==> src/rtl/core/amx_pkg.sv <==
// ----------------------------------------------------------------------------
// amx_pkg
// types and constants of the accumulator machine executor
// ----------------------------------------------------------------------------
package amx_pkg;

  localparam int unsigned ADDR_SPAN   = 256;
  localparam int unsigned QUEUE_DEPTH = 2;
  localparam logic [63:0] UC_EXECUTE  = 64'd2;

  typedef enum logic [3:0] {
    OP_SET   = 4'd0,
    OP_LDR   = 4'd1,
    OP_ADD   = 4'd2,
    OP_INC   = 4'd3,
    OP_DEC   = 4'd4,
    OP_STR   = 4'd5,
    OP_SHW   = 4'd6,
    OP_PAUSE = 4'd7,
    OP_END   = 4'd8
  } op_e;

  typedef enum logic [2:0] {
    SHOW_ACC = 3'd0,
    SHOW_ICR = 3'd1,
    SHOW_MAR = 3'd2,
    SHOW_MDR = 3'd3,
    SHOW_UC  = 3'd4,
    SHOW_MEM = 3'd5
  } show_e;

  typedef enum logic [3:0] {
    K_NOP,
    K_SETI,
    K_SETM,
    K_LDR,
    K_ADD1,
    K_ADD2,
    K_INC,
    K_DEC,
    K_STR,
    K_SHWM
  } kind_e;

  typedef enum logic [2:0] {
    BK_CLEAR,
    BK_IDLE,
    BK_RD1,
    BK_RD2,
    BK_FIN
  } bk_state_e;

  typedef struct packed {
    logic [3:0]         operation;
    logic [7:0]         addr_a;
    logic [7:0]         addr_b;
    logic [7:0]         addr_c;
    logic               has_b;
    logic               has_c;
    logic               set_from_memory;
    logic signed [63:0] immediate;
    logic [2:0]         show_select;
  } amx_in_t;

  typedef struct packed {
    logic               show_valid;
    logic signed [63:0] shown_value;
    logic signed [63:0] accumulator_value;
    logic [15:0]        instr_counter;
    logic               paused;
    logic               halted;
  } amx_out_t;

  // classified word passed from front to back
  typedef struct packed {
    kind_e       kind;
    logic [7:0]  idx_a;
    logic [7:0]  idx_b;
    logic [7:0]  idx_c;
    logic [63:0] immediate;
    logic        store_c;
    logic        show_en;
    show_e       show_sel;
    logic        paused;
    logic        halted;
    logic [15:0] fetch_count;
  } amx_word_t;

endpackage

==> src/rtl/core/amx_queue.sv <==
// ----------------------------------------------------------------------------
// amx_queue
// short register queue between front and back
// ----------------------------------------------------------------------------
module amx_queue (
  input  logic               clk_i,
  input  logic               rst_ni,
  input  logic               push_i,
  input  amx_pkg::amx_word_t word_i,
  output logic               ready_o,
  input  logic               pop_i,
  output logic               valid_o,
  output amx_pkg::amx_word_t word_o
);
  import amx_pkg::*;

  localparam int unsigned PW = $clog2(QUEUE_DEPTH);
  localparam int unsigned CW = $clog2(QUEUE_DEPTH + 1);

  amx_word_t         slot_q [QUEUE_DEPTH];
  logic [PW-1:0]     wr_ptr_q, rd_ptr_q;
  logic [CW-1:0]     count_q;

  assign ready_o = (count_q != CW'(QUEUE_DEPTH));
  assign valid_o = (count_q != '0);
  assign word_o  = slot_q[rd_ptr_q];

  always_ff @(posedge clk_i) begin
    if (push_i) begin
      slot_q[wr_ptr_q] <= word_i;
    end
  end

  always_ff @(posedge clk_i or negedge rst_ni) begin
    if (!rst_ni) begin
      wr_ptr_q <= '0;
      rd_ptr_q <= '0;
      count_q  <= '0;
    end else begin
      if (push_i) begin
        wr_ptr_q <= wr_ptr_q + PW'(1);
      end
      if (pop_i) begin
        rd_ptr_q <= rd_ptr_q + PW'(1);
      end
      if (push_i && !pop_i) begin
        count_q <= count_q + CW'(1);
      end else if (pop_i && !push_i) begin
        count_q <= count_q - CW'(1);
      end
    end
  end

endmodule

==> config.mk <==
export PLATFORM = sky130hd
export DESIGN_NAME = amx_queue
export DESIGN_NICKNAME = d
export VERILOG_FILES = /design/src/rtl/core/amx_pkg.sv /design/src/rtl/core/amx_queue.sv
export SDC_FILE = /design/constraint.sdc
export NUM_CORES = 1
export LEC_CHECK = 0
export BUFFER_PORTS_ARGS = -buffer_cell sky130_fd_sc_hd__clkbuf_2
export CORE_MARGIN = 3
export CORE_UTILIZATION = 30
export CTS_BUF_LIST = sky130_fd_sc_hd__clkbuf_8
export CTS_CLUSTER_DIAMETER = 100
export DETAILED_ROUTE_END_ITERATION = 10
export GPL_ROUTABILITY_DRIVEN = 0
export MAX_ROUTING_LAYER = met4
export PLACE_DENSITY = 0.51
export REMOVE_ABC_BUFFERS = 1
export SETUP_SLACK_MARGIN = 0.4
export SYNTH_ARGS = -nofsm -noshare
export SYNTH_HDL_FRONTEND = slang
export SYNTH_SLANG_ARGS = --single-unit
==> constraint.sdc <==
create_clock -name clk_i -period 7.88 [get_ports clk_i]
set_input_delay 1.576 -clock clk_i [delete_from_list [all_inputs] [get_ports clk_i]]
set_output_delay 1.576 -clock clk_i [all_outputs]
set_load 0.01 [all_outputs]
==> reports/metrics.cfg, run 1 <==
[logic_synthesis]
yosysUniqueCellTypes=15
async_flop_share=0.0171
syn_avg_cell_area_um2=23.1
netlist_area_um2=8640
synth-edff-count=230
yosysSeqAreaShare=0.811
synth_xor_area_frac=0.00507
synthSimpleGateAreaFrac=0.00333
synth_flop_cell=edfxtp_1
synth_compound_area_frac=0
syn-instance-count=374
ys_seq_elements=234
yosysWarnings=0
synthAdderAreaFrac=0.00145
synth_top_family_by_area=multiplexers
synth.area.mux_share=0.167

[floorplan]
coreArea_um2=28100
start_util=0.308
rows=61
die-area_um2=30900
die_w_um=176
ios=236
die_y_um=176

[timing]
final.setup_skew_ns=0.0102
fin_crit_ns=4.53
setup_violations=0
hold_violations=0
rsz0062_at_grt=no
worstMarginPinSlew_ns=1.08
fin_crit_sh=0.575
setup_ws_ns=3.35
slew_headroom=0.279
clock.fmax_mhz=221
final_max_slew_viol_count=0
fin_setup_tns_ns=0

[clock_network]
clockBufferDepth=3
clk_pin_slew_ns=0.06
postCtsHoldBufs=0
clockRootBuffer=clkbuf_8
cts_setup_buffers=0
cts_inserted_buffers=40
postCtsResizedCells=0
cts.sinks=234
clk_latency_ns=0.52
cts_tree=built
htree_levels=2

[worst_hold_path]
holdPathStages=1
min_from=count_q[1]$_DFFE_PN0P_
hold_end=count_q[1]$_DFFE_PN0P_
min_path_type=reg2reg

[worst_setup_path]
r2r_start=wr_ptr_q$_DFFE_PN0P_
crit_chain=buf_4, mux2_2, clkbuf_2
endpoint_kind=output pin
worst-path-buf-inv=2
slowest_delay_ns=1.12
critPathArrivalTime_ns=2.96
path_delay_family=flip-flops
cp.required_ns=6.30
crit_fanout=72
worstSetupPathType=reg2out
r2r_end=slot_q[1][77]$_DFFE_PP_
critPathLaunchType=flop
rr_worst_depth=2
reg2reg_slack_ns=5.53
cp_slowest_cell=dfrtp_4

[global_route]
grt_pass1_vias=4803
grt_pass1_wl_mm=26.4
grt_usage=0.112
grt_overflow_total=0
grt_max_degree=74
antenna_found_initial=0

[power_and_ir_drop]
ir_worst_vdd_v=0.000193
p_total_mw=3.84
cellPowerDensity_nw_per_um2=350
p_leak_nw=4.31

[final_layout]
syn2layout_area_growth_pct=26.9
fin_nets=762
final_common_cell=clkbuf_2
drive_above_1_share=0.609
stdcell_count=1050
antenna_cells=0
layout.area.seq_um2=7010
final_cell_mix=clkbuf_2, edfxtp_1, mux2_2
multi_input_area_um2=1540
fillers=2660

[route]
via_count=4395
drtIter0Drc=151
routed_wirelength_mm=17.3
wl_per_cell_um=16.5
route.detailed.drc=0
via_per_inst=4.19
final_antenna_net_count=0
first_pass_iters=4

[place]
hpwl_mm=11.3
port_buffers=235
pre_cts_ws_ns=3.74
placedCellCount=978

[status]
status=completed

[run]
cap_viol_max_count=0

-- worst max path at each step --
| stage | startpoint | end | slack, ns | depth (start not counted) |
|---|---|---|---|---|
| 5_1_grt | rd_ptr_q$_DFFE_PN0P_ | word_o[22] | 3.08 | 3 |
| 2_1_floorplan | push_i | slot_q[0][0]$_DFFE_PP_ | 0.71 | 1 |
| 4_1_cts | rd_ptr_q$_DFFE_PN0P_ | word_o[14] | 3.14 | 3 |
| 3_5_place_dp | rd_ptr_q$_DFFE_PN0P_ | word_o[14] | 3.74 | 3 |
| 3_3_place_gp | rd_ptr_q$_DFFE_PN0P_ | word_o[32] | 3.81 | 3 |
| 6_report | rd_ptr_q$_DFFE_PN0P_ | word_o[22] | 3.35 | 3 |
-- final cells by class --
class,count,area share
multi-input combinational,126,0.140
inverter,1,0.000342
sequential,234,0.639
tap,378,0.0431
clock inverter,30,0.0140
timing repair buffer,239,0.110
clock buffer,42,0.0527
-- power breakdown --
part           switching (mW)  total [mW]  internal [mW]
Sequential              0.135        1.79           1.66
Clock                   0.460       0.986          0.526
Combinational           0.531        1.06          0.528
Total                    1.13        3.84           2.71
-- Yosys cell counts (4+ instances only) --
cell type / n / area share
mux2_2: 75 / 0.098
xor2_1: 4 / 0.0041
buf_6: 6 / 0.0078
buf_2: 7 / 0.0041
edfxtp_1: 230 / 0.80
mux2_4: 40 / 0.069
dfrtp_1: 4 / 0.012
-- sequential cells by signal, indices dropped and copies added (netlist names) --
register  cells
count_q       2
slot_q      230
rd_ptr_q      1
wr_ptr_q      1
-- routing by layer --
metal | routed length, µm | global-route usage
met1 | 7090 | 0.134
met2 | 8380 | 0.178
met3 | 1360 | 0.0376
met4 | 497 | 0.0419
met5 | 0 | -
-- cell families (layout without fill, tap and decap cells) --
family / count (synthesis) / count (layout)
buffers and inverters: 14 / 312
and+or+nand+nor: 5 / 5
DFF: 234 / 234
xor gates and xnor gates: 5 / 5
adders and majority gates: 1 / 1
muxes: 115 / 115
-- metrics by stage --
stage	utilization	hold slack, ns	cell area, µm²
2_1_floorplan	-	0.455	8540
3_3_place_gp	0.364	0.473	10200
3_5_place_dp	0.364	0.513	10200
4_1_cts	0.390	0.528	11000
5_1_grt	0.390	0.567	11000
6_report	0.390	0.518	11000
(Power assumes the default switching activity.)
==> run 2: changes to the inputs <==
Settings changed: PLACE_DENSITY 0.51 to 0.52.
Clock period 7.88 ns to 4 ns, I/O delays scaled along.
==> reports/metrics.cfg, run 2 (same netlist as run 1, synthesis figures left out) <==
[timing]
rsz0062_at_grt=no
setup_ws_ns=0.970  ; -2.38 ns
slew_headroom=0.426  ; +0.148
clock.fmax_mhz=330
worstMarginPinSlew_ns=0.859  ; -0.223 ns
final.setup_skew_ns=0.0166  ; +0.00646 ns
fin_hold_ws_ns=0.0900  ; -0.428 ns
hold_violations=0  ; unchanged
fin_crit_sh=0.758
final_max_slew_viol_count=0  ; unchanged
setup_violations=0  ; unchanged
fin_crit_ns=3.03

[final_layout]
syn2layout_area_growth_pct=27.3
fin_nets=765  ; +0.39%
final_cell_mix=clkbuf_2, edfxtp_1, mux2_2
largest_reg_flops=230  ; unchanged
reg_top3=slot_q: 230 flops, count_q: 2 flops
antenna_cells=0  ; unchanged
max_flop_register=slot_q
final_common_cell=clkbuf_2
drive_above_1_share=0.604  ; -0.00415

[status]
status=completed

[floorplan]
start_util=0.308  ; unchanged
coreArea_um2=28100  ; unchanged
rows=61  ; unchanged
die_w_um=176  ; unchanged
ios=236  ; unchanged
die-area_um2=30900  ; unchanged
die_y_um=176  ; unchanged

[clock_network]
postCtsHoldBufs=0  ; unchanged
cts_tree=built
clk_pin_slew_ns=0.05  ; about the same
htree_levels=2  ; unchanged
cts.sinks=234  ; unchanged
clockRootBuffer=clkbuf_8
cts_setup_buffers=0  ; unchanged
cts_inserted_buffers=40  ; unchanged
clk_latency_ns=0.52  ; about the same
postCtsResizedCells=0  ; unchanged
clockBufferDepth=3  ; unchanged

[worst_hold_path]
min_path_type=in2async

[place]
hpwl_mm=11.8  ; +4.1%
port_buffers=235  ; unchanged
pre_cts_ws_ns=1.43  ; -2.31 ns

[run]
cap_viol_max_count=0  ; unchanged

[worst_setup_path]
critPathLaunchType=flop
cp.required_ns=3.20  ; -3.10 ns
endpoint_kind=output pin
critPathArrivalTime_ns=2.23  ; -0.73 ns
worstSetupPathType=reg2out
crit_fanout=36  ; -50%

[global_route]
grt_pass1_wl_mm=26.7  ; +1.2%
grt_usage=0.112  ; about the same
grt_overflow_total=0  ; unchanged
grt_pass1_vias=4958  ; +3.2%
antenna_found_initial=0  ; unchanged
grt_max_degree=52  ; -30%

[route]
drtIter0Drc=163  ; +7.9%
route.detailed.drc=0  ; unchanged
first_pass_iters=4  ; unchanged
via_count=4406  ; +0.25%
via_per_inst=4.20  ; +0.44%
final_antenna_net_count=0  ; unchanged
routed_wirelength_mm=17.4  ; +0.20%
wl_per_cell_um=16.6  ; +0.39%

[power_and_ir_drop]
cellPowerDensity_nw_per_um2=685  ; +96%
ir_worst_vdd_v=0.000389  ; +100%
p_leak_nw=4.30  ; -0.20%

## run 2: cell type report
type                    count  area [µm²]
clock inverters            26         131
multi-input cells         126        1540
inverters                   1        3.75
clock buffers              41         564
well taps                 378         473
fillers                  2625       17100
repair buffers            242        1280
flip-flops and latches    234        7010
## run 2: where the power goes
part | internal [mW] | switching, mW | total [mW]
registers | 3.26 | 0.188 | 3.44
logic | 1.08 | 1.14 | 2.22
clock network | 1.00 | 0.874 | 1.88
## run 2: final timing paths
path / start / endpoint / slack (ns) / depth (start not counted)
worst min register to register: count_q[1]$_DFFE_PN0P_ / count_q[1]$_DFFE_PN0P_ / 0.50 / 1
min in group clk_i: word_i[5] / slot_q[1][5]$_DFFE_PP_ / 0.47 / 1
max in group asynchronous: rst_ni / rd_ptr_q$_DFFE_PN0P_ / 3.76 / 1
worst min-delay path: rst_ni / count_q[0]$_DFFE_PN0P_ / 0.09 / 1
worst max register to register: wr_ptr_q$_DFFE_PN0P_ / slot_q[0][22]$_DFFE_PP_ / 2.14 / 2
worst max-delay path: rd_ptr_q$_DFFE_PN0P_ / word_o[36] / 0.97 / 3
## run 2: per-layer routing
layer,global-route usage,vias to the layer above,routed length [µm]
li1,-,2029,-
met1,0.123,2166,6630
met2,0.187,164,8650
met3,0.0428,47,1590
met4,0.0399,0,510
met5,-,-,0
## run 2: per-stage QoR
step                setup TNS (ns)  utilization  total power [mW]  std cells  instance area [µm²]
finish                           0        0.392              7.54       1048                11000
global route                     0        0.392              7.98       1048                11000
CTS                              0        0.392              7.71       1048                11000
detailed placement               0        0.367              5.78        981                10300
global placement                 0        0.367              5.73        981                10300
floorplan                  -331.91            -              5.01        361                 8540
## run 2: critical path, stage by stage, from the launching register on
cell	delay, ns
dfrtp_4	0.79
buf_4	0.40
mux2_2	0.38
clkbuf_2	0.13
