### src/rtl/core/amx_pkg.sv
// ----------------------------------------------------------------------------
// amx_pkg
// types and constants of the accumulator machine executor
// ----------------------------------------------------------------------------
package amx_pkg;

  localparam int unsigned ADDR_SPAN   = 256;
  localparam int unsigned QUEUE_DEPTH = 2;
  localparam logic [63:0] UC_EXECUTE  = 64'd2;

  typedef enum logic [3:0] {
    OP_SET   = 4'd0,
    OP_LDR   = 4'd1,
    OP_ADD   = 4'd2,
    OP_INC   = 4'd3,
    OP_DEC   = 4'd4,
    OP_STR   = 4'd5,
    OP_SHW   = 4'd6,
    OP_PAUSE = 4'd7,
    OP_END   = 4'd8
  } op_e;

  typedef enum logic [2:0] {
    SHOW_ACC = 3'd0,
    SHOW_ICR = 3'd1,
    SHOW_MAR = 3'd2,
    SHOW_MDR = 3'd3,
    SHOW_UC  = 3'd4,
    SHOW_MEM = 3'd5
  } show_e;

  typedef enum logic [3:0] {
    K_NOP,
    K_SETI,
    K_SETM,
    K_LDR,
    K_ADD1,
    K_ADD2,
    K_INC,
    K_DEC,
    K_STR,
    K_SHWM
  } kind_e;

  typedef enum logic [2:0] {
    BK_CLEAR,
    BK_IDLE,
    BK_RD1,
    BK_RD2,
    BK_FIN
  } bk_state_e;

  typedef struct packed {
    logic [3:0]         operation;
    logic [7:0]         addr_a;
    logic [7:0]         addr_b;
    logic [7:0]         addr_c;
    logic               has_b;
    logic               has_c;
    logic               set_from_memory;
    logic signed [63:0] immediate;
    logic [2:0]         show_select;
  } amx_in_t;

  typedef struct packed {
    logic               show_valid;
    logic signed [63:0] shown_value;
    logic signed [63:0] accumulator_value;
    logic [15:0]        instr_counter;
    logic               paused;
    logic               halted;
  } amx_out_t;

  // classified word passed from front to back
  typedef struct packed {
    kind_e       kind;
    logic [7:0]  idx_a;
    logic [7:0]  idx_b;
    logic [7:0]  idx_c;
    logic [63:0] immediate;
    logic        store_c;
    logic        show_en;
    show_e       show_sel;
    logic        paused;
    logic        halted;
    logic [15:0] fetch_count;
  } amx_word_t;

endpackage

### src/rtl/core/amx_front.sv
// ----------------------------------------------------------------------------
// amx_front
// accepts words, wraps addresses, counts fetches, tracks halt, classifies
// ----------------------------------------------------------------------------
module amx_front #(
  parameter int unsigned MEM_DEPTH = 256
) (
  input  logic               clk_i,
  input  logic               rst_ni,
  input  logic               in_valid_i,
  output logic               in_ready_o,
  input  amx_pkg::amx_in_t   in_word_i,
  input  logic               q_ready_i,
  input  logic               clr_done_i,
  output logic               q_push_o,
  output amx_pkg::amx_word_t q_word_o
);
  import amx_pkg::*;

  logic [7:0]  wrap_tbl [ADDR_SPAN];
  logic [15:0] fc_q, fc_d;
  logic        halt_q;
  amx_word_t   word;

  for (genvar i = 0; i < ADDR_SPAN; i++) begin : g_wrap
    assign wrap_tbl[i] = 8'(i % MEM_DEPTH);
  end

  always_comb begin
    fc_d             = (fc_q == 16'hFFFF) ? fc_q : fc_q + 16'd1;
    word             = '0;
    word.kind        = K_NOP;
    word.idx_a       = wrap_tbl[in_word_i.addr_a];
    word.idx_b       = wrap_tbl[in_word_i.addr_b];
    word.idx_c       = wrap_tbl[in_word_i.addr_c];
    word.immediate   = in_word_i.immediate;
    word.show_sel    = show_e'(in_word_i.show_select);
    word.halted      = halt_q;
    word.fetch_count = fc_q;
    if (!halt_q) begin
      word.fetch_count = fc_d;
      case (op_e'(in_word_i.operation))
        OP_SET: begin
          word.kind = in_word_i.set_from_memory ? K_SETM : K_SETI;
        end
        OP_LDR: word.kind = K_LDR;
        OP_ADD: begin
          word.kind    = in_word_i.has_b ? K_ADD2 : K_ADD1;
          word.store_c = in_word_i.has_b & in_word_i.has_c;
        end
        OP_INC: word.kind = K_INC;
        OP_DEC: word.kind = K_DEC;
        OP_STR: word.kind = K_STR;
        OP_SHW: begin
          case (show_e'(in_word_i.show_select))
            SHOW_ACC, SHOW_ICR, SHOW_MAR, SHOW_MDR, SHOW_UC: word.show_en = 1'b1;
            SHOW_MEM: begin
              word.show_en = 1'b1;
              word.kind    = K_SHWM;
            end
            default: word.show_en = 1'b0;
          endcase
        end
        OP_PAUSE: word.paused = 1'b1;
        OP_END:   word.halted = 1'b1;
        default:  word.kind   = K_NOP;
      endcase
    end
  end

  assign in_ready_o = q_ready_i & clr_done_i;
  assign q_push_o   = in_valid_i & in_ready_o;
  assign q_word_o   = word;

  always_ff @(posedge clk_i or negedge rst_ni) begin
    if (!rst_ni) begin
      fc_q   <= '0;
      halt_q <= 1'b0;
    end else if (q_push_o) begin
      fc_q   <= word.fetch_count;
      halt_q <= word.halted;
    end
  end

endmodule

### config.mk
export PLATFORM = sky130hd
export DESIGN_NAME = amx_front
export DESIGN_NICKNAME = d
export VERILOG_FILES = /design/src/rtl/core/amx_pkg.sv /design/src/rtl/core/amx_front.sv
export SDC_FILE = /design/constraint.sdc
export NUM_CORES = 1
export LEC_CHECK = 0
export BUFFER_PORTS_ARGS = -buffer_cell sky130_fd_sc_hd__buf_4
export CELL_PAD_IN_SITES_DETAIL_PLACEMENT = 1
export CELL_PAD_IN_SITES_GLOBAL_PLACEMENT = 1
export CORE_ASPECT_RATIO = 0.6
export CORE_MARGIN = 5
export CORE_UTILIZATION = 22
export CTS_CLUSTER_SIZE = 25
export DETAILED_ROUTE_END_ITERATION = 7
export GPL_TIMING_DRIVEN = 0
export HOLD_SLACK_MARGIN = 0.06
export PLACE_DENSITY_LB_ADDON = 0.3
export SLEW_MARGIN = 20
export SYNTH_ARGS = -nofsm -noshare
export SYNTH_HDL_FRONTEND = slang
export SYNTH_SLANG_ARGS = --single-unit
### constraint.sdc
create_clock -name clk_i -period 3.25 [get_ports clk_i]
set_clock_uncertainty 0.2 [all_clocks]
set_input_delay 0.975 -clock clk_i [delete_from_list [all_inputs] [get_ports clk_i]]
set_output_delay 0.975 -clock clk_i [all_outputs]
set_load 0.01 [all_outputs]
==> run_summary.xml <==
<?xml version="1.0" encoding="UTF-8"?>
<metrics>
  <group name="placement">
    <metric name="place_ws" unit="ns">0.119</metric>
    <metric name="portBuffers" unit="">130</metric>
    <metric name="place.detailed.hpwl" unit="um">6220</metric>
    <metric name="gpl.final_weighted_congestion" unit="">0.768</metric>
  </group>
  <group name="synthesis">
    <metric name="synth_ff_type" unit="">sky130_fd_sc_hd__dfrtp_1</metric>
    <metric name="netlist.area_leader.share" unit="%">34.8</metric>
    <metric name="yosys_warnings" unit="">0</metric>
    <metric name="postSynthRegisterBits" unit="">17</metric>
    <metric name="synthArstFlopShare" unit="%">100</metric>
    <metric name="post_synth_inst_count" unit="">246</metric>
    <metric name="synth_commonest_cells" unit="">94 x sky130_fd_sc_hd__buf_4, 17 x sky130_fd_sc_hd__dfrtp_1, 16 x sky130_fd_sc_hd__nand2_1</metric>
    <metric name="synth_nets" unit="">350</metric>
    <metric name="post-synth-top-count-cell" unit="">sky130_fd_sc_hd__buf_4</metric>
    <metric name="leading_area_contributor_after_synthesis" unit="">sky130_fd_sc_hd__buf_4</metric>
    <metric name="netlist_top_cells_area" unit="">sky130_fd_sc_hd__buf_4 35%, sky130_fd_sc_hd__dfrtp_1 21%, sky130_fd_sc_hd__xor2_1 6.5%, sky130_fd_sc_hd__nand2_1 3.0%, sky130_fd_sc_hd__mux2_2 2.8%</metric>
    <metric name="yosysSeqAreaShare" unit="%">21.0</metric>
    <metric name="yosys.cell_types.count" unit="">43</metric>
    <metric name="avgSynthCellArea" unit="sq um">8.23</metric>
    <metric name="synthesis.area" unit="sq um">2030</metric>
    <metric name="post_synth_edffs" unit="">0</metric>
  </group>
  <group name="timing">
    <metric name="grt_setup_unrepaired" unit="">yes</metric>
    <metric name="final_period_utilization" unit="%">98.3</metric>
    <metric name="final.min_clock_period" unit="ns">3.19</metric>
    <metric name="final-hold-violation-count" unit="">0</metric>
    <metric name="slew-limit-headroom" unit="%">65.2</metric>
    <metric name="setup_ws" unit="ns">0.0554</metric>
    <metric name="tightest_slew" unit="ns">0.522</metric>
    <metric name="slew_violations" unit="">0</metric>
    <metric name="highest_achievable_clock_rate" unit="GHz">0.313</metric>
    <metric name="setup_viol_count_final" unit="">0</metric>
  </group>
  <group name="critical_path">
    <metric name="timing.critical_path.to_type" unit="">output pin</metric>
    <metric name="worstPathRequired" unit="ns">2.07</metric>
    <metric name="critPathBufInv" unit="">1</metric>
    <metric name="cpPeakStageDelay" unit="ns">0.59</metric>
    <metric name="crit_fanout" unit="">4</metric>
    <metric name="worst_path_arrival_time" unit="ns">2.02</metric>
    <metric name="timing.critical_path.max_delay_family" unit="">simple AND/OR/NAND/NOR gates</metric>
    <metric name="critical_path.slowest_cell" unit="">sky130_fd_sc_hd__or4_4</metric>
    <metric name="path_cells" unit="">nand4b_1 -&gt; or4_4 -&gt; or3_1 -&gt; nand3_1 -&gt; buf_4</metric>
    <metric name="worstSetupStartpointType" unit="">flip-flop</metric>
    <metric name="worst-setup-path-type" unit="">flip-flop to output pin</metric>
  </group>
  <group name="grt">
    <metric name="grt_first_pass_wirelength" unit="um">11200</metric>
    <metric name="globalRoute.totalOverflow" unit="">0</metric>
    <metric name="overall_global_routing_usage" unit="%">11.8</metric>
    <metric name="antenna_found_initial" unit="">0</metric>
    <metric name="grt_pass1_vias" unit="">2297</metric>
    <metric name="grt_max_degree" unit="">18</metric>
  </group>
  <group name="clock_tree">
    <metric name="root_buffer" unit="">sky130_fd_sc_hd__clkbuf_16</metric>
    <metric name="path_clk_slew" unit="ns">0.05</metric>
    <metric name="clock_tree_from_tritoncts" unit="">done</metric>
    <metric name="cts_buffers" unit="">3</metric>
    <metric name="hold_buffers_post_cts" unit="">0</metric>
    <metric name="clock_insertion_delay_worst_skew" unit="ns">0.25</metric>
    <metric name="cts.sink_count" unit="">17</metric>
    <metric name="total_number_of_h_tree_levels" unit="">1</metric>
    <metric name="number_of_buffers_on_the_longest_clock_path" unit="">2</metric>
  </group>
  <group name="drt">
    <metric name="drtAntennaViolNets" unit="">0</metric>
    <metric name="drt-initial-drc-count" unit="">42</metric>
    <metric name="drcViolationCount" unit="">0</metric>
    <metric name="vias" unit="">2133</metric>
    <metric name="number_of_search_and_repair_iterations_in_the_first_detailed_routing_pass" unit="">4</metric>
    <metric name="wire_per_inst" unit="um">14.5</metric>
    <metric name="via_count_normalized_by_instance_count" unit="">4.22</metric>
    <metric name="drt_wl_total" unit="um">7310</metric>
  </group>
  <group name="finish">
    <metric name="number_of_inserted_filler_cells_in_the_final_layout" unit="">1087</metric>
    <metric name="drive_gt1_share" unit="%">68.4</metric>
    <metric name="syn2layout_area_growth" unit="%">65.2</metric>
    <metric name="finalNetCount" unit="">494</metric>
    <metric name="antenna_cells_inserted" unit="">0</metric>
    <metric name="ff_latch_area" unit="sq um">435</metric>
    <metric name="multi_input_comb_area" unit="sq um">886</metric>
  </group>
  <group name="die">
    <metric name="fp.dieH" unit="um">84.3</metric>
    <metric name="site_row_count" unit="">27</metric>
    <metric name="start_util" unit="%">22.3</metric>
    <metric name="fp.dieW" unit="um">134</metric>
    <metric name="die-area" unit="sq um">11300</metric>
    <metric name="core_region_area" unit="sq um">9090</metric>
    <metric name="io_pins" unit="">220</metric>
  </group>
  <group name="pwr">
    <metric name="p_switching" unit="uW">365</metric>
    <metric name="power_report.internal_total" unit="uW">750</metric>
    <metric name="comb_power_share" unit="%">52.8</metric>
    <metric name="switching_share" unit="%">32.7</metric>
    <metric name="vdd_drop_max" unit="mV">0.137</metric>
    <metric name="power.static_leakage" unit="uW">0.00177</metric>
    <metric name="power.density" unit="nW/um^2">333</metric>
    <metric name="power.share.sequential" unit="%">24.5</metric>
    <metric name="power.clock.fraction" unit="%">22.7</metric>
    <metric name="power" unit="uW">1120</metric>
  </group>
  <group name="run">
    <metric name="drv_cap" unit="">0</metric>
  </group>
  <group name="worst_hold_path">
    <metric name="min-delay-path-class" unit="">flip-flop to flip-flop</metric>
  </group>
  <group name="outcome">
    <metric name="status" unit="">complete, no violations</metric>
  </group>
</metrics>
sequential cells by signal (all words and copies together), names as in the netlist:
name	count
fc_q	16
halt_q	1
timing repair:
| item | 4_1_cts | 5_1_grt |
|---|---|---|
| pin swaps | 3 | 4 |
| setup endpoints to repair | 10 | 11 |
| setup buffers | 3 | 6 |
| resized for setup | 5 | 13 |
placed cells by master, fill, tap and decap left out, types with 2 or more instances in the layout:
cell type                   netlist  routed
sky130_fd_sc_hd__o21ai_0          3       3
sky130_fd_sc_hd__dfrtp_2          0       8
sky130_fd_sc_hd__dfrtp_1         17       9
sky130_fd_sc_hd__and4_2           1       2
sky130_fd_sc_hd__xor2_1          15      15
sky130_fd_sc_hd__inv_1            4       4
sky130_fd_sc_hd__and4_1           4       3
sky130_fd_sc_hd__nand4b_1         2       2
sky130_fd_sc_hd__o22a_1           2       2
sky130_fd_sc_hd__buf_4           94     232
sky130_fd_sc_hd__nand3_1          6       5
sky130_fd_sc_hd__nor3_1          11       9
sky130_fd_sc_hd__nor4_1           5       5
sky130_fd_sc_hd__xnor2_1          6       5
sky130_fd_sc_hd__a21oi_1          5       5
sky130_fd_sc_hd__or3_1            2       2
sky130_fd_sc_hd__and3_1           3       3
sky130_fd_sc_hd__nor3_2           1       3
sky130_fd_sc_hd__nand2_1         16      16
sky130_fd_sc_hd__clkbuf_1         4       5
sky130_fd_sc_hd__mux2_2           5       5
sky130_fd_sc_hd__clkbuf_16        0       3
sky130_fd_sc_hd__nand4_1          5       5
sky130_fd_sc_hd__nand3b_1         2       2
sky130_fd_sc_hd__buf_6            1       2
sky130_fd_sc_hd__nor2_1          12      11
cell type report:
class	count	area share, %
sequential	17	13.0
multi-input combinational	125	26.5
buffer	100	22.2
clock buffer	4	2.36
timing repair buffer	139	31.2
inverter	4	0.449
tap	116	4.34
stage by stage:
step | TNS, ns | hold slack, ns | std cells | instance area [sq um] | util (%)
final | 0 | 0.352 | 505 | 3350 | 36.8
after global routing | -0.0441 | 0.365 | 505 | 3350 | 36.8
after CTS | 0 | 0.355 | 499 | 3260 | 35.9
after detailed placement | 0 | 0.344 | 492 | 3150 | 34.6
after global placement | 0 | 0.325 | 492 | 3150 | 34.6
after floorplan | 0 | 0.293 | 246 | 2030 | -
routing by layer:
layer	vias to the layer above	global-route usage, %	share of wire (%)
li1	1026	-	-
met1	1012	14.8	41
met2	88	21.2	52
met3	7	2.63	6.5
met4	0	1.87	0.63
met5	-	0	0
cell families (layout without fill, tap and decap cells):
| group | Yosys count | count (layout) | share of synthesized area (%) |
|---|---|---|---|
| buf+inv | 104 | 247 | 37.2 |
| simple gates | 82 | 82 | 24.1 |
| xor+xnor | 21 | 21 | 9.08 |
| flops | 17 | 17 | 21.0 |
| compound gates | 15 | 15 | 4.69 |
| mux | 6 | 6 | 3.27 |
| fa+ha+maj | 1 | 1 | 0.618 |
path summary, 6_finish.rpt:
check                      startpoint      endpoint  slack, ns  cells after the start
min in group asynchronous      rst_ni       fc_q[9]       0.39                      1
setup reg to reg               halt_q      fc_q[15]       1.20                      4
hold / removal                fc_q[9]       fc_q[9]       0.35                      1
max in group asynchronous      rst_ni       fc_q[5]       2.24                      1
hold reg to reg               fc_q[9]       fc_q[9]       0.35                      1
setup / recovery               halt_q  q_word_o[15]       0.06                      5
power groups by stage:
stage	sequential, uW	combinational, uW	clock (uW)
after floorplan	271	304	0
after global placement	277	535	0
after detailed placement	279	545	0
after CTS	272	596	259
after global routing	277	646	268
final	273	589	253
No activity file was read; power rests on OpenSTA's default activity.
